==> src/rtl/core/grm_pkg.sv <==
`default_nettype none

package grm_pkg;

	localparam int MAX_INDIVIDUALS = 64;
	localparam int MAX_MARKERS     = 1024;
	localparam int FRACTION_BITS   = 16;

	// register and field widths
	localparam int IC_W    = 7;
	localparam int MC_W    = 11;
	localparam int ROW_W   = $clog2(MAX_INDIVIDUALS);
	localparam int MARK_W  = $clog2(MAX_MARKERS);
	localparam int STORE_AW = ROW_W + MARK_W;
	localparam int STORE_DEPTH = MAX_INDIVIDUALS * MAX_MARKERS;
	localparam int ADDR_W  = 3;
	localparam int DATA_W  = 32;
	localparam int RES_W   = 32;

	// datapath widths
	localparam int SUM_W   = $clog2(2 * MAX_INDIVIDUALS + 1);
	localparam int DIFF_W  = SUM_W + 1;
	localparam int PROD_W  = 2 * DIFF_W;
	localparam int TERM_W  = 2 * SUM_W;
	localparam int NUM_W   = 2 * SUM_W + MARK_W;
	localparam int DEN_W   = 2 * SUM_W + MARK_W - 2;
	localparam int MAG_W   = NUM_W;
	localparam int DVD_W   = MAG_W + FRACTION_BITS;
	localparam int DCNT_W  = $clog2(DVD_W + 1);

	typedef enum logic [1:0] {
		STS_OK       = 2'd0,
		STS_ZERO_DEN = 2'd1,
		STS_BAD      = 2'd2
	} status_t;

	typedef enum logic [3:0] {
		OP_IDLE,
		OP_DISPATCH,
		OP_LOAD_RD,
		OP_LOAD_WR,
		OP_READ_INIT,
		OP_WALK,
		OP_NOP,
		OP_DIV_INIT,
		OP_DIV_STEP,
		OP_ROUND,
		OP_EMIT
	} uop_t;

	typedef enum logic [3:0] {
		C_NEVER,
		C_ALWAYS,
		C_NO_ITEM,
		C_IS_READ,
		C_LOAD_SKIP,
		C_READ_BAD,
		C_MORE_K,
		C_DEN_ZERO,
		C_DIV_BUSY,
		C_OUT_BUSY
	} cond_t;

	typedef logic [3:0] step_t;

	localparam step_t PC_IDLE     = 4'd0;
	localparam step_t PC_DISPATCH = 4'd1;
	localparam step_t PC_LOAD_RD  = 4'd2;
	localparam step_t PC_LOAD_WR  = 4'd3;
	localparam step_t PC_READ     = 4'd4;
	localparam step_t PC_WALK     = 4'd5;
	localparam step_t PC_DRAIN0   = 4'd6;
	localparam step_t PC_DRAIN1   = 4'd7;
	localparam step_t PC_DIV_INIT = 4'd8;
	localparam step_t PC_DIV      = 4'd9;
	localparam step_t PC_ROUND    = 4'd10;
	localparam step_t PC_EMIT     = 4'd11;
	localparam step_t PC_RETURN   = 4'd12;

	typedef struct packed {
		uop_t  op;
		cond_t cond;
		step_t target;
	} ucode_t;

	typedef struct packed {
		logic no_item;
		logic is_read;
		logic load_skip;
		logic read_bad;
		logic more_k;
		logic den_zero;
		logic div_busy;
		logic out_busy;
	} flags_t;

	// control store: next step is target when the condition holds, else pc + 1
	function automatic ucode_t ucode_rom(step_t pc);
		ucode_t w;
		unique case (pc)
			PC_IDLE:     w = '{OP_IDLE,      C_NO_ITEM,   PC_IDLE};
			PC_DISPATCH: w = '{OP_DISPATCH,  C_IS_READ,   PC_READ};
			PC_LOAD_RD:  w = '{OP_LOAD_RD,   C_LOAD_SKIP, PC_IDLE};
			PC_LOAD_WR:  w = '{OP_LOAD_WR,   C_ALWAYS,    PC_IDLE};
			PC_READ:     w = '{OP_READ_INIT, C_READ_BAD,  PC_EMIT};
			PC_WALK:     w = '{OP_WALK,      C_MORE_K,    PC_WALK};
			PC_DRAIN0:   w = '{OP_NOP,       C_NEVER,     PC_IDLE};
			PC_DRAIN1:   w = '{OP_NOP,       C_NEVER,     PC_IDLE};
			PC_DIV_INIT: w = '{OP_DIV_INIT,  C_DEN_ZERO,  PC_EMIT};
			PC_DIV:      w = '{OP_DIV_STEP,  C_DIV_BUSY,  PC_DIV};
			PC_ROUND:    w = '{OP_ROUND,     C_NEVER,     PC_IDLE};
			PC_EMIT:     w = '{OP_EMIT,      C_OUT_BUSY,  PC_EMIT};
			PC_RETURN:   w = '{OP_NOP,       C_ALWAYS,    PC_IDLE};
			default:     w = '{OP_NOP,       C_ALWAYS,    PC_IDLE};
		endcase
		return w;
	endfunction

	// genotype code to allele count; -2 counts as -1
	function automatic logic [1:0] allele_of(logic [1:0] code);
		logic [1:0] a;
		case (code)
			2'b00:   a = 2'd1;
			2'b01:   a = 2'd2;
			default: a = 2'd0;
		endcase
		return a;
	endfunction

endpackage

`default_nettype wire

==> src/rtl/core/grm_seq.sv <==
`default_nettype none

module grm_seq (
	input  wire logic            clk,
	input  wire logic            arst_n,
	input  wire grm_pkg::flags_t flags,
	output grm_pkg::uop_t        op
);

	grm_pkg::step_t  pc_q;
	grm_pkg::ucode_t uw;
	logic            take;

	assign uw = grm_pkg::ucode_rom(pc_q);
	assign op = uw.op;

	always_comb begin
		unique case (uw.cond)
			grm_pkg::C_NEVER:     take = 1'b0;
			grm_pkg::C_ALWAYS:    take = 1'b1;
			grm_pkg::C_NO_ITEM:   take = flags.no_item;
			grm_pkg::C_IS_READ:   take = flags.is_read;
			grm_pkg::C_LOAD_SKIP: take = flags.load_skip;
			grm_pkg::C_READ_BAD:  take = flags.read_bad;
			grm_pkg::C_MORE_K:    take = flags.more_k;
			grm_pkg::C_DEN_ZERO:  take = flags.den_zero;
			grm_pkg::C_DIV_BUSY:  take = flags.div_busy;
			grm_pkg::C_OUT_BUSY:  take = flags.out_busy;
			default:              take = 1'b1;
		endcase
	end

	always_ff @(posedge clk or negedge arst_n) begin
		if (!arst_n) begin
			pc_q <= grm_pkg::PC_IDLE;
		end else if (take) begin
			pc_q <= uw.target;
		end else begin
			pc_q <= pc_q + 4'd1;
		end
	end

endmodule

`default_nettype wire

==> config.mk <==
export PLATFORM = sky130hd
export DESIGN_NAME = grm_seq
export DESIGN_NICKNAME = d
export VERILOG_FILES = /design/src/rtl/core/grm_pkg.sv /design/src/rtl/core/grm_seq.sv
export SDC_FILE = /design/constraint.sdc
export NUM_CORES = 1
export LEC_CHECK = 0
export BUFFER_PORTS_ARGS = -buffer_cell sky130_fd_sc_hd__buf_2
export CAP_MARGIN = 20
export CORE_AREA = 2 2 39 41
export CTS_CLUSTER_DIAMETER = 60
export CTS_CLUSTER_SIZE = 12
export DETAILED_ROUTE_END_ITERATION = 7
export DIE_AREA = 0 0 41 43
export PLACE_DENSITY_LB_ADDON = 0.25
export RECOVER_POWER = 100
export SYNTH_ARGS = -nofsm -noshare
export SYNTH_HDL_FRONTEND = slang
export SYNTH_SLANG_ARGS = --single-unit
==> constraint.sdc <==
create_clock -name clk -period 4.4 [get_ports clk]
set_input_delay 0.66 -clock clk [delete_from_list [all_inputs] [get_ports clk]]
set_output_delay 0.66 -clock clk [all_outputs]
set_load 0.02 [all_outputs]
# After elaboration in Yosys (flattened, before gate mapping)
# Memories as Yosys holds them, arrays and structs flattened.
# Index checks and enable logic that the tools add are counted.
[classes]
n_div = 0
n_addsub = 1
muxes = 2
shifts = 0
reduce_logical = 1
n_eq_ne = 8
magnitude_cmp = 0
multipliers = 0
bitwise = 0
[ops]
columns = ["cell", "count"]
rows = [
  ["4-bit by 3-bit equality test with 1-bit output (second input constant)", 4],
  ["1-bit one-hot mux with 9 select lines", 1],
  ["4-bit by 2-bit equality test with 1-bit output (second input constant)", 2],
  ["4-bit equality test (second input constant)", 2],
  ["4-bit by 1-bit adder with 4-bit output (second input constant)", 1],
  ["4-bit zero test", 1],
  ["4-bit two-way mux", 1],
]
[totals]
reg_bits = 4
mem_bits_rw = 0
latchBits = 0
n_memories = 1
elab_cells = 14
mem_bits_ro = 192
[mem_list]
columns = ["memory", "depth", "word_bits", "read_ports", "rd_ports_with_merged_regs", "wr", "line_no", "rtl"]
rows = [
  ["(no name shown)", 16, 12, 1, 0, 0, "grm_pkg.sv:100", "unique case (pc)"],
]

# Depth between registers and ports, before layout
# An unclocked memory read counts as a cell.
[depth]
depth_word = 4
depth_mapped = 9
ltp_nobuf = 9

# Worst setup path after synthesis
# Ideal clock, no wire load.
[synth_timing]
kind = "flip-flop to flip-flop"
from = "reg pc_q[0]"
to = "reg pc_q[1]"
setup_time_ps = 125
n_path_buf = 0
slack_ps = 1908
required_ps = 4275
stages_incl_launch_ff = 10
arrival_ps = 2367
cell_sequence = "dfrtp_1 inv_1 ha_1 and2_1 o31ai_4 nor3_1 a41oi_1 o211ai_1 a221o_2 mux2_4"
[synth_via]
elab_chain_len = 4
[synth_rtl]
columns = ["item", "line_no", "rtl"]
rows = [
  ["start, declared", "grm_seq.sv:10", "grm_pkg::step_t pc_q;"],
  ["start signal, assigned", "grm_seq.sv:35", "pc_q <= grm_pkg::PC_IDLE;"],
  ["start signal, assigned", "grm_seq.sv:37", "pc_q <= uw.target;"],
  ["start signal, assigned", "grm_seq.sv:39", "pc_q <= pc_q + 4'd1;"],
  ["memory read 16 x 12 bit", "--", ""],
  ["4-bit equality test, or another cell as far along", "grm_seq.sv:18", "unique case (uw.cond)"],
  ["1-bit one-hot mux with 9 select lines", "grm_seq.sv:18", ""],
  ["4-bit two-way mux (*)", "grm_seq.sv:36", "end else if (take) begin"],
]
# Every way passes the cells marked *; elsewhere a longest branch is shown, timed or not.

# Worst setup path in the final report
# Ends and elaborated chain as after synthesis.

==> impl_metrics.toml <==
[worst_setup_path]
crit_top_cell = "inv_1"
cp_max_fo = 9
critical_path.max_stage_delay_ns = 0.71
arrival_ns = 3.30
path_class = "flip-flop to flip-flop"
required_ns = 4.50
cp-end-kind = "flip-flop"
cp_cell_sequence = "inv_1 -> ha_1 -> and2_1 -> o31ai_1 -> inv_1 -> a41oi_1 -> o211ai_1 -> a221o_2 -> mux2_1"
cp-start-kind = "flip-flop"
slowest_stage = "o31ai_1"

[pwr]
leakagePower_nw = 0.288
vdd_ir_drop_max_uv = 369
p_total_mw = 0.578
powerDensity_nw_per_um2 = 868

[layout]
area_growth_pct = 9.92
largest_reg_flops = 4
drive_gt1_share_pct = 20.0
regArea_sq_um = 100
diodes = 0
layout.nets = 103
nFillCells = 146
final_cell_mix = "buf_2 (8), o21ai_0 (6), ha_1 (6)"
multiInputGateArea_sq_um = 449
regMostFlops = "pc_q"
top_regs = "pc_q: 4 flops"
layout_commonest_cell = "buf_2"

[routing]
drt_iter0_drc = 15
vias = 580
wl_um = 1300
drc = 0
top_layer_used = "met3"
dr.pass1.iters = 4
wl_met1_um = 567
routedWlPerCell_um = 12.9
wl_met3_um = 76
avgViaCountPerCell = 5.74
wl_met2_um = 656
antenna_left = 0

[global_route]
antenna_found_initial = 0
grt_usage_pct = 16.4
grt.overflow.total = 0
grt_pass1_vias = 515
grt_max_degree = 14
grt_pass1_wl_um = 2060

[sta]
hold_violations = 0
rsz0062_at_grt = "false"
finalCriticalPeriod_ns = 3.20
worst_clock_skew_ns = 0.000579
tns_ns = 0
slew_viol_final = 0
timing.hold.ws_ns = 0.244
max_freq_mhz = 313
relSlewSlack_pct = 40.7
worst_pin_slew_ns = 0.882
finalSetupViolCount = 0
fin_crit_sh_pct = 72.7

[synth]
yosys_warnings = 0
synthesis.nets = 88
ys_ff_latch = 4
yosysUniqueCellTypes = 39
syn_area_per_cell_sq_um = 8.41
netlist_instances = 72
seq_area_frac_synth_pct = 16.5
syn_area_sq_um = 606

[clock_tree]
postCtsSetupBuffers = 0
clk_pin_slew_ns = 0.03
ctsHtreeMaxLevel = 1
cts_sinks = 4
ctsHoldBuffers = 0
cts-root-buf = "clkbuf_4"
cts_resized = 0
clk_path_buf_depth = 2
cts_tree = "built"
clk_latency_ns = 0.23
cts_buffers = 3

[floorplanning]
fp.dieW_um = 41
core_sq_um = 1380
dieArea_sq_um = 1760
fp-row-count = 14
fp.dieH_um = 43
io_pins = 14
start_util_pct = 43.8

[flow_run]
cap_violations = 0

[run_status]
status = "finished clean"

[place]
gp_congestion = 0.847
dp_hpwl_um = 1020
port_buffers = 13

[hold_path]
hold_class = "input pin to asynchronous set/reset pin"
-- critical path: cells and delay by family, from the launching register on --
| kind | cells | cell delay [ns] |
|---|---|---|
| AOI/OAI and AO/OA | 4 | 1.43 |
| DFF | 1 | 0.51 |
| adders and majority gates | 1 | 0.36 |
| muxes | 1 | 0.33 |
| buffers and inverters | 2 | 0.25 |
| and+or+nand+nor | 1 | 0.17 |
-- cell type report --
| cell class | count | area share (%) |
|---|---|---|
| Tap cell | 16 | 3.01 |
| Clock buffer | 3 | 3.38 |
| Timing Repair Buffer | 13 | 8.83 |
| Sequential cell | 4 | 15.0 |
| Multi-Input combinational cell | 61 | 67.5 |
| Inverter | 4 | 2.26 |
-- final timing paths --
path	from	endpoint	slack (ns)	cells past startpoint
max	pc_q[0]$_DFF_PN0_	pc_q[1]$_DFF_PN0_	1.20	9
max reg2reg	pc_q[0]$_DFF_PN0_	pc_q[1]$_DFF_PN0_	1.20	9
min reg2reg	pc_q[0]$_DFF_PN0_	pc_q[0]$_DFF_PN0_	0.68	1
min in group clk	pc_q[0]$_DFF_PN0_	pc_q[0]$_DFF_PN0_	0.68	1
min	arst_n	pc_q[0]$_DFF_PN0_	0.24	1
max in group asynchronous	arst_n	pc_q[3]$_DFF_PN0_	3.98	1
-- per-stage QoR --
stage / cells / worst slack, ns / instance area, sq um / utilization, %
6_report: 101 / 1.20 / 666 / 48.1
5_1_grt: 101 / 1.03 / 666 / 48.1
4_1_cts: 101 / 1.64 / 689 / 49.8
3_5_place_dp: 98 / 1.64 / 667 / 48.2
3_3_place_gp: 98 / 1.67 / 667 / 48.2
2_1_floorplan: 72 / 1.91 / 606 / -
-- cells in the mapped netlist (all sizes together) --
| library cell | count | area (sq um) |
|---|---|---|
| a21boi | 1 | 7.51 |
| o211ai | 1 | 7.51 |
| nand2b | 4 | 25.0 |
| o21a | 1 | 7.51 |
| ha | 6 | 75.1 |
| a21o | 1 | 7.51 |
| nor2 | 5 | 21.3 |
| nor4b | 1 | 8.76 |
| nor2b | 1 | 6.26 |
| xnor2 | 1 | 8.76 |
| nand2 | 3 | 11.3 |
| o31ai | 2 | 28.8 |
| a21oi | 6 | 45.1 |
| mux2i | 3 | 30.0 |
| or2 | 1 | 8.76 |
| dfrtp | 4 | 100 |
| a221o | 1 | 11.3 |
| and2b | 1 | 7.51 |
| inv | 4 | 15.0 |
| mux2 | 1 | 15.0 |
| nor3 | 2 | 10.0 |
| a31oi | 2 | 12.5 |
| a41oi | 2 | 17.5 |
| or3 | 1 | 6.26 |
| nor3b | 1 | 7.51 |
| o21ai | 7 | 35.0 |
| o21bai | 1 | 7.51 |
| or2b | 1 | 7.51 |
| nand3 | 1 | 5.00 |
| and2 | 2 | 12.5 |
| a22oi | 1 | 12.5 |
| buf | 3 | 23.8 |
-- routing by layer --
metal	GRT usage [%]	vias up
li1	-	289
met1	20.6	272
met2	26.9	19
met3	0.524	0
met4	8.67	0
met5	0	-
-- report_power, final --
part,internal (mW),switching (mW),leakage [nW]
logic,0.187,0.248,0.224
registers,0.0560,0.0427,0.0503
clock network,0.0304,0.0132,0.0138
total,0.274,0.304,0.288
-- logic make-up (layout without fill, tap and decap cells) --
logic type	count (synthesis)	in the layout	synth area share (%)
AO/OA/AOI/OAI	26	26	33.1
XOR/XNOR	1	1	1.45
adder cells (fa/ha/maj)	6	6	12.4
buffers and inverters	7	20	6.40
flip-flops	4	4	16.5
multiplexers	4	4	7.44
AND/OR/NAND/NOR	24	24	22.7
Note: power is estimated with default switching activity, not from simulation.
