### config.mk
export PLATFORM = sky130hd
export DESIGN_NAME = grm_div
export DESIGN_NICKNAME = d
export VERILOG_FILES = /design/src/rtl/core/grm_pkg.sv /design/src/rtl/core/grm_div.sv
export SDC_FILE = /design/constraint.sdc
export NUM_CORES = 1
export LEC_CHECK = 0
export ABC_AREA = 1
export BUFFER_PORTS_ARGS = -buffer_cell sky130_fd_sc_hd__buf_2
export CAP_MARGIN = 0
export CORE_MARGIN = 2
export CORE_UTILIZATION = 25
export DETAILED_ROUTE_END_ITERATION = 10
export PLACE_DENSITY = 0.49
export SLEW_MARGIN = 25
export SYNTH_ARGS = -nofsm -noshare
export SYNTH_HDL_FRONTEND = slang
export SYNTH_SLANG_ARGS = --single-unit
### constraint.sdc
create_clock -name clk -period 3.6 [get_ports clk]
set_input_delay 0.54 -clock clk [delete_from_list [all_inputs] [get_ports clk]]
set_output_delay 0.54 -clock clk [all_outputs]
set_load 0.005 [all_outputs]
### src/rtl/core/grm_pkg.sv
`default_nettype none

package grm_pkg;

	localparam int MAX_INDIVIDUALS = 64;
	localparam int MAX_MARKERS     = 1024;
	localparam int FRACTION_BITS   = 16;

	// register and field widths
	localparam int IC_W    = 7;
	localparam int MC_W    = 11;
	localparam int ROW_W   = $clog2(MAX_INDIVIDUALS);
	localparam int MARK_W  = $clog2(MAX_MARKERS);
	localparam int STORE_AW = ROW_W + MARK_W;
	localparam int STORE_DEPTH = MAX_INDIVIDUALS * MAX_MARKERS;
	localparam int ADDR_W  = 3;
	localparam int DATA_W  = 32;
	localparam int RES_W   = 32;

	// datapath widths
	localparam int SUM_W   = $clog2(2 * MAX_INDIVIDUALS + 1);
	localparam int DIFF_W  = SUM_W + 1;
	localparam int PROD_W  = 2 * DIFF_W;
	localparam int TERM_W  = 2 * SUM_W;
	localparam int NUM_W   = 2 * SUM_W + MARK_W;
	localparam int DEN_W   = 2 * SUM_W + MARK_W - 2;
	localparam int MAG_W   = NUM_W;
	localparam int DVD_W   = MAG_W + FRACTION_BITS;
	localparam int DCNT_W  = $clog2(DVD_W + 1);

	typedef enum logic [1:0] {
		STS_OK       = 2'd0,
		STS_ZERO_DEN = 2'd1,
		STS_BAD      = 2'd2
	} status_t;

	typedef enum logic [3:0] {
		OP_IDLE,
		OP_DISPATCH,
		OP_LOAD_RD,
		OP_LOAD_WR,
		OP_READ_INIT,
		OP_WALK,
		OP_NOP,
		OP_DIV_INIT,
		OP_DIV_STEP,
		OP_ROUND,
		OP_EMIT
	} uop_t;

	typedef enum logic [3:0] {
		C_NEVER,
		C_ALWAYS,
		C_NO_ITEM,
		C_IS_READ,
		C_LOAD_SKIP,
		C_READ_BAD,
		C_MORE_K,
		C_DEN_ZERO,
		C_DIV_BUSY,
		C_OUT_BUSY
	} cond_t;

	typedef logic [3:0] step_t;

	localparam step_t PC_IDLE     = 4'd0;
	localparam step_t PC_DISPATCH = 4'd1;
	localparam step_t PC_LOAD_RD  = 4'd2;
	localparam step_t PC_LOAD_WR  = 4'd3;
	localparam step_t PC_READ     = 4'd4;
	localparam step_t PC_WALK     = 4'd5;
	localparam step_t PC_DRAIN0   = 4'd6;
	localparam step_t PC_DRAIN1   = 4'd7;
	localparam step_t PC_DIV_INIT = 4'd8;
	localparam step_t PC_DIV      = 4'd9;
	localparam step_t PC_ROUND    = 4'd10;
	localparam step_t PC_EMIT     = 4'd11;
	localparam step_t PC_RETURN   = 4'd12;

	typedef struct packed {
		uop_t  op;
		cond_t cond;
		step_t target;
	} ucode_t;

	typedef struct packed {
		logic no_item;
		logic is_read;
		logic load_skip;
		logic read_bad;
		logic more_k;
		logic den_zero;
		logic div_busy;
		logic out_busy;
	} flags_t;

	// control store: next step is target when the condition holds, else pc + 1
	function automatic ucode_t ucode_rom(step_t pc);
		ucode_t w;
		unique case (pc)
			PC_IDLE:     w = '{OP_IDLE,      C_NO_ITEM,   PC_IDLE};
			PC_DISPATCH: w = '{OP_DISPATCH,  C_IS_READ,   PC_READ};
			PC_LOAD_RD:  w = '{OP_LOAD_RD,   C_LOAD_SKIP, PC_IDLE};
			PC_LOAD_WR:  w = '{OP_LOAD_WR,   C_ALWAYS,    PC_IDLE};
			PC_READ:     w = '{OP_READ_INIT, C_READ_BAD,  PC_EMIT};
			PC_WALK:     w = '{OP_WALK,      C_MORE_K,    PC_WALK};
			PC_DRAIN0:   w = '{OP_NOP,       C_NEVER,     PC_IDLE};
			PC_DRAIN1:   w = '{OP_NOP,       C_NEVER,     PC_IDLE};
			PC_DIV_INIT: w = '{OP_DIV_INIT,  C_DEN_ZERO,  PC_EMIT};
			PC_DIV:      w = '{OP_DIV_STEP,  C_DIV_BUSY,  PC_DIV};
			PC_ROUND:    w = '{OP_ROUND,     C_NEVER,     PC_IDLE};
			PC_EMIT:     w = '{OP_EMIT,      C_OUT_BUSY,  PC_EMIT};
			PC_RETURN:   w = '{OP_NOP,       C_ALWAYS,    PC_IDLE};
			default:     w = '{OP_NOP,       C_ALWAYS,    PC_IDLE};
		endcase
		return w;
	endfunction

	// genotype code to allele count; -2 counts as -1
	function automatic logic [1:0] allele_of(logic [1:0] code);
		logic [1:0] a;
		case (code)
			2'b00:   a = 2'd1;
			2'b01:   a = 2'd2;
			default: a = 2'd0;
		endcase
		return a;
	endfunction

endpackage

`default_nettype wire

### src/rtl/core/grm_div.sv
`default_nettype none

module grm_div (
	input  wire logic                            clk,
	input  wire logic                            arst_n,
	input  wire grm_pkg::uop_t                   op,
	input  wire logic signed [grm_pkg::NUM_W-1:0] num_acc,
	input  wire logic [grm_pkg::DEN_W-1:0]       den_acc,
	output logic                                 div_busy,
	output logic [grm_pkg::RES_W-1:0]            result,
	output grm_pkg::status_t                     sts
);

	localparam logic [grm_pkg::RES_W-1:0] POS_MAX = {1'b0, {(grm_pkg::RES_W-1){1'b1}}};
	localparam logic [grm_pkg::RES_W-1:0] NEG_MAX = {1'b1, {(grm_pkg::RES_W-1){1'b0}}};

	logic [grm_pkg::DVD_W-1:0]  dq_q;
	logic [grm_pkg::DEN_W-1:0]  rem_q;
	logic [grm_pkg::DCNT_W-1:0] cnt_q;
	logic                       neg_q;
	logic [grm_pkg::RES_W-1:0]  res_q;
	grm_pkg::status_t           sts_q;

	logic signed [grm_pkg::NUM_W:0] num2;
	logic [grm_pkg::NUM_W:0]        mag_full;
	logic [grm_pkg::DEN_W:0]        trial, diff;
	logic                           qbit, up, sat;
	logic [grm_pkg::RES_W-1:0]      mag32, rounded;

	assign num2     = {num_acc, 1'b0};
	assign mag_full = num2[grm_pkg::NUM_W] ? -num2 : num2;

	// restoring division, one quotient bit per step
	assign trial = {rem_q, dq_q[grm_pkg::DVD_W-1]};
	assign diff  = trial - {1'b0, den_acc};
	assign qbit  = !diff[grm_pkg::DEN_W];

	assign div_busy = cnt_q != grm_pkg::DCNT_W'(1);

	assign up    = {rem_q, 1'b0} >= {1'b0, den_acc};
	assign sat   = |dq_q[grm_pkg::DVD_W-1:grm_pkg::RES_W-1];
	assign mag32 = {1'b0, dq_q[grm_pkg::RES_W-2:0]} + grm_pkg::RES_W'(up);

	always_comb begin
		if (sat) begin
			rounded = neg_q ? NEG_MAX : POS_MAX;
		end else if (neg_q) begin
			rounded = mag32[grm_pkg::RES_W-1] ? NEG_MAX : -mag32;
		end else begin
			rounded = mag32[grm_pkg::RES_W-1] ? POS_MAX : mag32;
		end
	end

	always_ff @(posedge clk or negedge arst_n) begin
		if (!arst_n) begin
			cnt_q <= '0;
			sts_q <= grm_pkg::STS_OK;
			res_q <= '0;
		end else begin
			case (op)
				grm_pkg::OP_READ_INIT: begin
					sts_q <= grm_pkg::STS_BAD;
					res_q <= '0;
				end
				grm_pkg::OP_DIV_INIT: begin
					sts_q <= grm_pkg::STS_ZERO_DEN;
					res_q <= '0;
					cnt_q <= grm_pkg::DCNT_W'(grm_pkg::DVD_W);
				end
				grm_pkg::OP_DIV_STEP: begin
					cnt_q <= cnt_q - grm_pkg::DCNT_W'(1);
				end
				grm_pkg::OP_ROUND: begin
					sts_q <= grm_pkg::STS_OK;
					res_q <= rounded;
				end
				default: begin
				end
			endcase
		end
	end

	always_ff @(posedge clk) begin
		if (op == grm_pkg::OP_DIV_INIT) begin
			neg_q <= num2[grm_pkg::NUM_W];
			dq_q  <= {mag_full[grm_pkg::MAG_W-1:0], {grm_pkg::FRACTION_BITS{1'b0}}};
			rem_q <= '0;
		end else if (op == grm_pkg::OP_DIV_STEP) begin
			dq_q  <= {dq_q[grm_pkg::DVD_W-2:0], qbit};
			rem_q <= qbit ? diff[grm_pkg::DEN_W-1:0] : trial[grm_pkg::DEN_W-1:0];
		end
	end

	assign result = res_q;
	assign sts    = sts_q;

endmodule

`default_nettype wire

# Word level (Yosys, flattened, before mapping)
# Index checks and enable logic that the tools add are counted.
[op_classes]
addsub = 5
order_cmp = 1
n_eq_ne = 5
n_mux = 12
reduce_logical = 6
[ops]
columns = ["operator", "count"]
rows = [
  ["$mux 32", 4],
  ["$mux 42", 2],
  ["$pmux 32 s2", 1],
  ["$add 31x1->32", 1],
  ["$neg 32->32", 1],
  ["$mux 31", 1],
  ["$mux 26", 1],
  ["$neg 26->26", 1],
  ["$ge 25x24->1", 1],
  ["$sub 25x24->25", 1],
  ["$mux 24", 1],
  ["$pmux 6 s2", 1],
  ["$reduce_or 11->1", 1],
  ["$eq 4x3->1 const B", 2],
  ["$eq 4x4->1 const B", 2],
  ["$ne 6x1->1 const B", 1],
  ["$pmux 2 s3", 1],
  ["$sub 6x1->6 const B", 1],
  ["$reduce_bool 2->1", 2],
  ["$reduce_bool 3->1", 1],
  ["$reduce_or 2->1", 1],
  ["$logic_not 1->1", 1],
]
[totals]
register_bits = 107
in_bits = 56
output_inout_bits = 35
wordCells = 36

# Longest topological paths before layout
# Gate-level depths: netlist of run 1.
[logic_depth]
word_depth = 7
depth_mapped = 27
mapped_depth_nobuf = 27

# Worst setup path before layout of run 1
# Ideal clock, no wire load.
[synth_timing]
kind = "input port to flip-flop"
from = "in den_acc[18] in the netlist's numbering"
to = "reg res_q, in the netlist result[24]"
setup_ps = 121
arrival_ps = 3530
t_required_ps = 3479
setup_slack_ps = -51
stages = 25
n_path_buf = 0
cell_sequence = "inv_1 ha_1 a21oi_1 inv_1 a21oi_1 inv_1 a2111oi_0 nand3_1 ha_1 ha_1 inv_1 ha_1 inv_1 nor2_1 nand2_1 nor2_2 nand3_1 nor2_1 nand2_1 o21ai_2 nand2_1 nand2_1 nand2_1 o21bai_1 nand2_1"
[synth_via]
elab_chain_cells = 7
word_cells_on_any_way = 8
cone_classes = "add/sub: 2; order compare: 1; mux: 5"
[synth_rtl]
columns = ["item", "line_no", "rtl"]
rows = [
  ["start: declaration", "grm_div.sv:8", "input wire logic [grm_pkg::DEN_W-1:0] den_acc,"],
  ["$ge 25x24->1 *", "grm_div.sv:40", "assign up = {rem_q, 1'b0} >= {1'b0, den_acc};"],
  ["$add 31x1->32 *", "grm_div.sv:42", "assign mag32 = {1'b0, dq_q[grm_pkg::RES_W-2:0]} + grm_pkg::RES_W'(up);"],
  ["$neg 32->32", "grm_div.sv:48", "rounded = mag32[grm_pkg::RES_W-1] ? NEG_MAX : -mag32;"],
  ["$mux 32", "grm_div.sv:48", ""],
  ["$mux 32 *", "grm_div.sv:47", "end else if (neg_q) begin"],
  ["$mux 32 *", "grm_div.sv:45", "if (sat) begin"],
  ["$pmux 32 s2 *", "grm_div.sv:60", "case (op)"],
  ["end signal: assignment", "grm_div.sv:75", "res_q <= rounded;"],
  ["end: declaration", "grm_div.sv:21", "logic [grm_pkg::RES_W-1:0] res_q;"],
]
# Mark *: on every way between the ends. The rest lies on a longest branch, timed or not.
# A chain may end at the register's enable or synchronous reset.

# Worst setup path in the final report of run 1
[layout_timing]
from = "in den_acc[20] in the netlist's numbering"
to = "reg res_q, in the netlist result[31]"
[layout_via]
elab_chain_cells = 7
[layout_rtl]
columns = ["item", "line_no"]
rows = [
  ["$ge 25x24->1 *", "grm_div.sv:40"],
  ["$add 31x1->32 *", "grm_div.sv:42"],
  ["$neg 32->32", "grm_div.sv:48"],
  ["$mux 32 *", "grm_div.sv:48"],
  ["$mux 32 *", "grm_div.sv:47"],
  ["$mux 32 *", "grm_div.sv:45"],
  ["$pmux 32 s2 *", "grm_div.sv:60"],
]
# Marks and branches as above.

==> results of run 1 <==
cell usage in the layout (no fill, tap or decap), types with 33 or more instances in the layout:
master	instances
a21oi_1	45
buf_2	89
buf_4	156
dfrtp_1	40
dfxtp_1	36
inv_1	165
nand2_1	381
nand2_2	33
nand3_1	87
nor2_1	140
o21ai_0	71
cells in the mapped netlist (all sizes together) (3+ instances only):
library cell | instances | area [um2]
ha | 30 | 375.4
xor2 | 15 | 131.4
o21bai | 7 | 52.55
inv | 180 | 675.6
o22ai | 28 | 175.2
dfrtp | 40 | 1001
dfxtp | 40 | 800.8
clkbuf | 20 | 75.07
a21oi | 54 | 277.8
nand3b | 3 | 22.52
buf | 14 | 73.82
nand4 | 13 | 81.33
nand2 | 422 | 1629
nand3 | 106 | 540.5
a21o | 6 | 45.04
clkinv | 3 | 11.26
xnor2 | 11 | 96.34
a22o | 3 | 26.28
nor3 | 21 | 110.1
nor4 | 8 | 65.06
o21ai | 102 | 525.5
edfxtp | 27 | 810.8
nor2 | 172 | 736.9
a31oi | 5 | 31.28
critical path, cell delays in order:
cell	delay (ns)
buf_2	0.10
inv_2	0.08
ha_4	0.22
a21oi_4	0.12
inv_2	0.05
a21oi_2	0.12
inv_2	0.07
a2111oi_4	0.37
nand3_2	0.18
ha_4	0.21
ha_4	0.22
inv_4	0.07
buf_6	0.10
nand2_4	0.04
nor2_4	0.09
nand2_1	0.07
nor2_2	0.13
nand2_2	0.09
nor2_4	0.13
nand3_2	0.10
nor2_4	0.20
nand3_2	0.13
o211ai_1	0.21
nand2_1	0.07
sequential cells by signal, indices dropped and copies added, names as in the netlist:
register,flops
dq_q,42
result,32
rem_q,24
cnt_q,6
sts,2
neg_q,1
kinds of logic after synthesis:
logic type	share of synthesized area (%)
xor+xnor	2.670
compound gates	14.77
fa+ha+maj	4.635
flops	30.63
simple gates	37.49
buf+inv	9.799
routing by layer:
layer,vias up,global-route usage (%),wire [um],share of wire (%)
met1,4139,19.78,12790,48
met3,19,2.105,862,3.2
met5,-,0,13,0.049
li1,4835,-,-,-
met2,148,25.37,12720,48
met4,2,3.095,309,1.2
per-stage QoR:
step	setup slack [ns]	cell area, um2	hold WS, ns	total power, mW	setup TNS [ns]
2_1_floorplan	0.009662	8533	0.2444	3.522	0
3_3_place_gp	-0.5879	10580	0.4572	4.831	-13.20
3_5_place_dp	-0.6407	10580	0.4632	4.842	-14.49
4_1_cts	0.005916	10940	0.3694	5.986	0
5_1_grt	-0.09673	11470	0.1954	6.951	-0.7014
6_report	0.1179	11470	0.1623	6.378	0
timing repair:
| action | in CTS | in global routing |
|---|---|---|
| setup buffers | 4 | 7 |
| endpoints found under the setup margin | 26 | 30 |
| gates resized for setup | 16 | 117 |
| pin swaps | 10 | 54 |
| hold buffers | 0 | 0 |
power breakdown:
group          total [mW]  switching (mW)  internal [mW]
combinational        3.80            2.00           1.79
clock               0.961           0.488          0.472
sequential           1.62           0.165           1.46
final cells by class:
type,instances,share of cell area (%)
Multi-Input combinational cell,1024,48.95
Clock buffer,12,2.062
Tap cell,448,4.887
Inverter,183,6.022
Clock inverter,4,0.2509
Timing Repair Buffer,252,15.01
Sequential cell,107,22.82
how the worst min path moves through the flow:
stage                    start    endpoint  slack [ns]
global route            arst_n   result[5]        0.20
finish                  arst_n   result[5]        0.16
CTS                     arst_n    cnt_q[0]        0.37
detailed placement  result[25]  result[25]        0.46
global placement    result[20]  result[20]        0.46
floorplan               arst_n    cnt_q[0]        0.24
==> impl_metrics.ini, run 1 <==
[status]
outcome = complete, no violations

[clocking]
cts_bufs_inserted = 9
h-tree-depth = 3
cts_sinks = 107
path_clk_slew_ns = 0.07
tritoncts = built
clk-insertion-delay-late_ns = 0.36
cts_buffer_depth = 2
clockRootBuffer = clkbuf_16

[sta]
setup_violations = 0
tightest_slew_ns = 0.6214
skew_ns = 0.01266
slew_violations = 0
setup_repair_after_global_routing_missed_its_margin = true
hold_violations = 0
final.period_utilization_pct = 96.72
finalWorstPathRequiredPeriod_ns = 3.482
slew-limit-headroom_pct = 58.57
max_clock_freq_mhz = 287.2

[critical_path]
worstSetupStartpointType = primary input
regToRegSetupSlack_ns = 0.12
crit_type = in -> reg
critical_path_peak_fanout = 4
r2r_end = result[31]
critPathCapture = result[31]
critical_path.startpoint = den_acc[20]
worst-r2r-cell-count = 22
worstReg2RegStart = rem_q[17]
arrival_ns = 3.73
critPathCaptureType = flip-flop
worst-endpoint-required_ns = 3.85

[power]
cellLeakagePower_nw = 5.577
power.ir.vdd_worst_mv = 0.3083
power_density_mw_per_mm2 = 556.1

[final_layout]
multiInputGateArea_mm2 = 0.005614
area.growth.synth_to_final_pct = 34.47
filler_cell_count = 3700
layout-drive-gt1-share_pct = 26.30
finish.net_count = 1664
antenna_cells = 0
final-seq-area_mm2 = 0.002618
finalNonFillerCells = 2030
utilization_pct = 34.21

[route]
viasPerCell = 4.504
router_iterations_before_antenna_repair = 5
avgRoutedWirePerCell_um = 13.15
drt_iter0_markers = 649
detail_route.wirelength_mm = 26.70
route.antenna.remaining_nets = 0
dr_total_vias = 9143
drcViolationCount = 0

[synth]
postSynthAreaPerCell_um2 = 6.327
syn_inst = 1348
synth-main-ff-cell = dfxtp_1
yosys_register_bits = 107
syn_nets = 1435
synth_seq_area_share_pct = 30.63
syn-cell-area_mm2 = 0.008529
synthDistinctLibCells = 53
synth_enable_flop_cells = 27
async_reset_ff_share_pct = 37.38
yosysWarningCount = 0

[global_routing]
number_of_global_route_vias_before_repair = 8688
grt_max_degree = 41
grt_first_pass_wirelength_mm = 43.26
grt_usage_pct = 14.82
globalRoute.totalOverflow = 0
antenna_found_initial = 1

[floorplan]
effective_utilization_at_floorplan_pct = 25.44
pin_count = 91
dieWidth_um = 188.7
chip_height_um = 188.7
floorplan.die_area_mm2 = 0.03561
row_count = 67
core-area_mm2 = 0.03353

[run]
cap_viol_max_count = 0

[place]
place.detailed.instances = 2005
finalWeightedCongestion = 0.8701
placement.io_buffers = 90
place.detailed.hpwl_mm = 20.61

[worst_hold_path]
hp-class = in -> async
No activity file was read; power rests on OpenSTA's default activity.
==> run 2, diff against run 1 <==
RECOVER_POWER = 25   (was default)
==> impl_metrics.ini, run 2 (synthesized netlist as in run 1, its figures left out) <==
[sta]
slew_violations = 80
final.setup.tns_ns = 0
setup_violations = 0
slew-limit-headroom_pct = -53.13
fin_worst_hold_slack_ns = 0.4770
tightest_slew_ns = 2.297
final.period_utilization_pct = 97.03
max_clock_freq_mhz = 286.3
skew_ns = 0.01266
hold_violations = 0
setup_repair_after_global_routing_missed_its_margin = true
finalWorstPathRequiredPeriod_ns = 3.493

[route]
drcViolationCount = 0
detail_route.wirelength_mm = 26.75
route.antenna.remaining_nets = 0
avgRoutedWirePerCell_um = 13.18
viasPerCell = 4.511
router_iterations_before_antenna_repair = 5
drt_iter0_markers = 645
dr_total_vias = 9158

[worst_hold_path]
hp-class = reg -> reg

[final_layout]
antenna_cells = 0
utilization_pct = 34.18
most_frequent_cells_in_the_layout = 381 x nand2_1, 165 x inv_1, 154 x buf_4
final-seq-area_mm2 = 0.002618
area.growth.synth_to_final_pct = 34.37
layout-drive-gt1-share_pct = 26.11
final_common_cell = nand2_1
filler_cell_count = 3703
largest_reg_flops = 42
max_flop_register = dq_q
finish.net_count = 1664
multiInputGateArea_mm2 = 0.005614
finalNonFillerCells = 2030

[power]
power.ir.vdd_worst_mv = 0.3084
cellLeakagePower_nw = 5.567
power_density_mw_per_mm2 = 556.7

[global_routing]
number_of_global_route_vias_before_repair = 8688
grt_first_pass_wirelength_mm = 43.26
antenna_found_initial = 1
globalRoute.totalOverflow = 0
grt_usage_pct = 14.82
grt_max_degree = 41

[clocking]
cts_sinks = 107
clk-insertion-delay-late_ns = 0.36
path_clk_slew_ns = 0.07
h-tree-depth = 3
cts_bufs_inserted = 9
tritoncts = built
clockRootBuffer = clkbuf_16
cts_buffer_depth = 2

[floorplan]
chip_height_um = 188.7
pin_count = 91
row_count = 67
effective_utilization_at_floorplan_pct = 25.44
dieWidth_um = 188.7
floorplan.die_area_mm2 = 0.03561
core-area_mm2 = 0.03353

[critical_path]
arrival_ns = 3.74
critical_path_peak_fanout = 4
critPathCaptureType = flip-flop
regToRegSetupSlack_ns = 0.11
worstSetupStartpointType = flip-flop
crit_type = reg -> reg
worst-endpoint-required_ns = 3.85

[status]
violations_in_the_final_reports = capacitance limit, slew limit
outcome = finished, violations left

[place]
placement.io_buffers = 90
finalWeightedCongestion = 0.8701
place.detailed.hpwl_mm = 20.61
place.detailed.instances = 2005

[run]
cap_viol_max_count = 2
run 2: area by class of cell:
cell class / count / share of cell area (%)
inverters: 183 / 6.026
flip-flops and latches: 107 / 22.84
well taps: 448 / 4.891
repair buffers: 252 / 14.95
clock buffers: 12 / 2.063
multi-input cells: 1024 / 48.98
clock inverters: 4 / 0.2511
run 2: power by group:
group / switching [mW] / leakage [nW] / internal (mW) / total, mW
sequential: 0.165 / 1.11 / 1.46 / 1.62
clock: 0.490 / 0.123 / 0.472 / 0.962
combinational: 2.00 / 4.34 / 1.79 / 3.80
run 2: worst paths after layout:
check / startpoint / endpoint / cells past startpoint
min in group asynchronous: arst_n / result[5] / 1
hold reg to reg: result[23] / result[23] / 2
max in group asynchronous: arst_n / cnt_q[5] / 1
hold / removal: result[23] / result[23] / 2
setup / recovery: rem_q[17] / result[31] / 22
setup reg to reg: rem_q[17] / result[31] / 22
run 2: critical path, cell delays in order, from the launching register on:
cell and delay [ns]:
dfxtp_2 0.34, ha_4 0.21, a21oi_2 0.12, inv_2 0.05, a21oi_2 0.15, inv_2 0.07
a2111oi_4 0.37, nand3_2 0.18, ha_4 0.21, ha_4 0.22, inv_4 0.07, buf_6 0.10
nand2_4 0.04, nor2_4 0.09, nand2_1 0.07, nor2_2 0.13, nand2_2 0.09, nor2_4 0.13
nand3_2 0.10, nor2_4 0.20, nand3_2 0.13, o211ai_1 0.21, nand2_1 0.07
run 2: metal layers:
layer	track usage (%)	wire, um	vias up
li1	-	-	4836
met1	19.78	12810	4155
met2	25.37	12740	146
met3	2.105	873	19
met4	3.095	309	2
met5	0	13	-
run 2: stage by stage:
stage	total power, mW	cell area, um2	worst slack [ns]
after CTS	5.986	10940	0.005916
after global placement	4.831	10580	-0.5879
final	6.381	11460	0.1070
after floorplan	3.522	8533	0.009662
after detailed placement	4.842	10580	-0.6407
after global routing	6.951	11460	-0.09673
run 2: timing repair:
action                                  CTS  global route
hold buffers                              0             0
pin swaps                                10            54
hold endpoints to repair                  0             0
endpoints found under the setup margin   26            30
buffers inserted                          4             7
gates resized for setup                  16           117
==> run 3, diff against run 2 <==
PLACE_DENSITY = 0.48   (was 0.49)
clock period = 4.19 ns   (was 3.6 ns; I/O delays follow)
==> impl_metrics.ini, run 3 (synthesized netlist as in run 1, its figures left out) <==
[route]
detail_route.wirelength_mm = 25.86
avgRoutedWirePerCell_um = 13.36
route.antenna.remaining_nets = 0
met3WireLength_um = 879
router_iterations_before_antenna_repair = 5
drcViolationCount = 0
top_signal_layer_used = met5
dr_total_vias = 8745
viasPerCell = 4.519
routedLengthMet1_mm = 12.73
met2_length_mm = 11.83
drt_iter0_markers = 470

[critical_path]
worstSetupStartpointType = primary input
worst_path_largest_cell_delay_ns = 0.31
regToRegSetupSlack_ns = 0.48
most_frequent_cell_on_the_critical_path = nand2_1
worstReg2RegStart = rem_q[5]
critical_path.startpoint = den_acc[6]
worst-r2r-cell-count = 25
critical_path_peak_fanout = 8
worst-endpoint-required_ns = 4.45
r2r_end = result[26]
crit_type = in -> reg
arrival_ns = 4.02
critPathCaptureType = flip-flop
cp_slowest_cell = ha_1

[global_routing]
antenna_found_initial = 2
number_of_global_route_vias_before_repair = 8538
grt_first_pass_wirelength_mm = 42.80
grt_max_degree = 60
globalRoute.totalOverflow = 0
grt_usage_pct = 14.80

[worst_hold_path]
hp-class = reg -> reg
hold-path-endpoint = result[27]
hp-start = result[27]
hold-path-cell-count = 2

[clocking]
cts_bufs_inserted = 9
clk-insertion-delay-late_ns = 0.36
cts_buffer_depth = 2
cts_sinks = 107
path_clk_slew_ns = 0.07
post-cts-setup-buffer-count = 0
cts-hold-fix-buffers = 0
post_cts.resized_instances = 0
h-tree-depth = 3
tritoncts = built
clockRootBuffer = clkbuf_16

[sta]
final.setup.tns_ns = 0
hold_violations = 0
tightest_slew_ns = 2.387
slew-limit-headroom_pct = -59.14
max_clock_freq_mhz = 265.9
finalWorstPathRequiredPeriod_ns = 3.761
setup_repair_after_global_routing_missed_its_margin = false
final.period_utilization_pct = 89.76
slew_violations = 80
setup_violations = 0
skew_ns = 0.007995

[power]
clkPwrFrac_pct = 19.8
power_density_mw_per_mm2 = 455.5
power_switching_share_pct = 42.57
power_report.internal_total_mw = 2.673
pwr-share-seq_pct = 29.6
cellLeakagePower_nw = 5.019
power.ir.vdd_worst_mv = 0.2450
power_switching_mw = 1.982
combinationalPowerShare_pct = 50.6

[floorplan]
floorplan.die_area_mm2 = 0.03561
effective_utilization_at_floorplan_pct = 25.44
dieWidth_um = 188.7
pin_count = 91
core-area_mm2 = 0.03353
chip_height_um = 188.7
row_count = 67

[place]
placement.io_buffers = 90
place.detailed.instances = 1919
place.detailed.hpwl_mm = 20.28
finalWeightedCongestion = 0.8544

[final_layout]
antenna_cells = 0
largest_reg_flops = 42
finalNonFillerCells = 1935
most_frequent_cells_in_the_layout = 407 x nand2_1, 175 x inv_1, 152 x nor2_1
finish.net_count = 1569
final_common_cell = nand2_1
layout-drive-gt1-share_pct = 14.73
max_flop_register = dq_q
multiInputGateArea_mm2 = 0.005099
final-seq-area_mm2 = 0.002613
utilization_pct = 30.48
area.growth.synth_to_final_pct = 19.82
filler_cell_count = 3782

[run]
cap_viol_max_count = 2

[status]
outcome = finished, violations left
violations_in_the_final_reports = capacitance limit, slew limit
[run 3: through the flow]
stage | instance area [um2] | total power, mW | setup slack, ns | hold WS (ns)
2_1_floorplan | 8529 | 3.023 | 0.4502 | 0.3329
3_3_place_gp | 9907 | 3.715 | -0.02634 | 0.4567
3_5_place_dp | 9910 | 3.736 | -0.02383 | 0.4582
4_1_cts | 10210 | 4.696 | 0.3464 | 0.4579
5_1_grt | 10220 | 5.093 | 0.01551 | 0.4988
6_report | 10220 | 4.655 | 0.4292 | 0.4746
[run 3: final cells by class]
class | count | share of cell area [%]
inverter | 183 | 6.746
timing repair buffer | 157 | 9.341
tap | 448 | 5.485
sequential | 107 | 25.56
clock buffer | 12 | 2.522
clock inverter | 4 | 0.4530
multi-input combinational | 1024 | 49.89
[run 3: power groups by stage]
stage          Clock, mW  Combinational, mW  Sequential [mW]
5_1_grt             1.00               2.69             1.40
6_report           0.924               2.36             1.38
2_1_floorplan          0               1.65             1.37
3_3_place_gp           0               2.32             1.39
3_5_place_dp           0               2.34             1.39
4_1_cts            0.964               2.36             1.37
[run 3: worst max-delay path: cells and delay by family]
family | cells | cell delay, ns
compound gates | 1 | 0.27
simple gates | 19 | 2.04
buf+inv | 4 | 0.33
fa+ha+maj | 3 | 0.73
[run 3: routing by layer]
| metal | vias up | track usage [%] |
|---|---|---|
| met3 | 23 | 2.403 |
| li1 | 4639 | - |
| met5 | - | 0 |
| met1 | 3938 | 19.54 |
| met2 | 141 | 25.16 |
| met4 | 4 | 3.576 |
[run 3: how the worst max path moves through the flow]
stage	to	slack, ns	cells after the start
5_1_grt	result[27]	0.02	27
4_1_cts	result[26]	0.35	27
6_report	result[26]	0.43	27
3_3_place_gp	result[26]	-0.03	27
3_5_place_dp	result[26]	-0.02	27
2_1_floorplan	result[24]	0.45	25
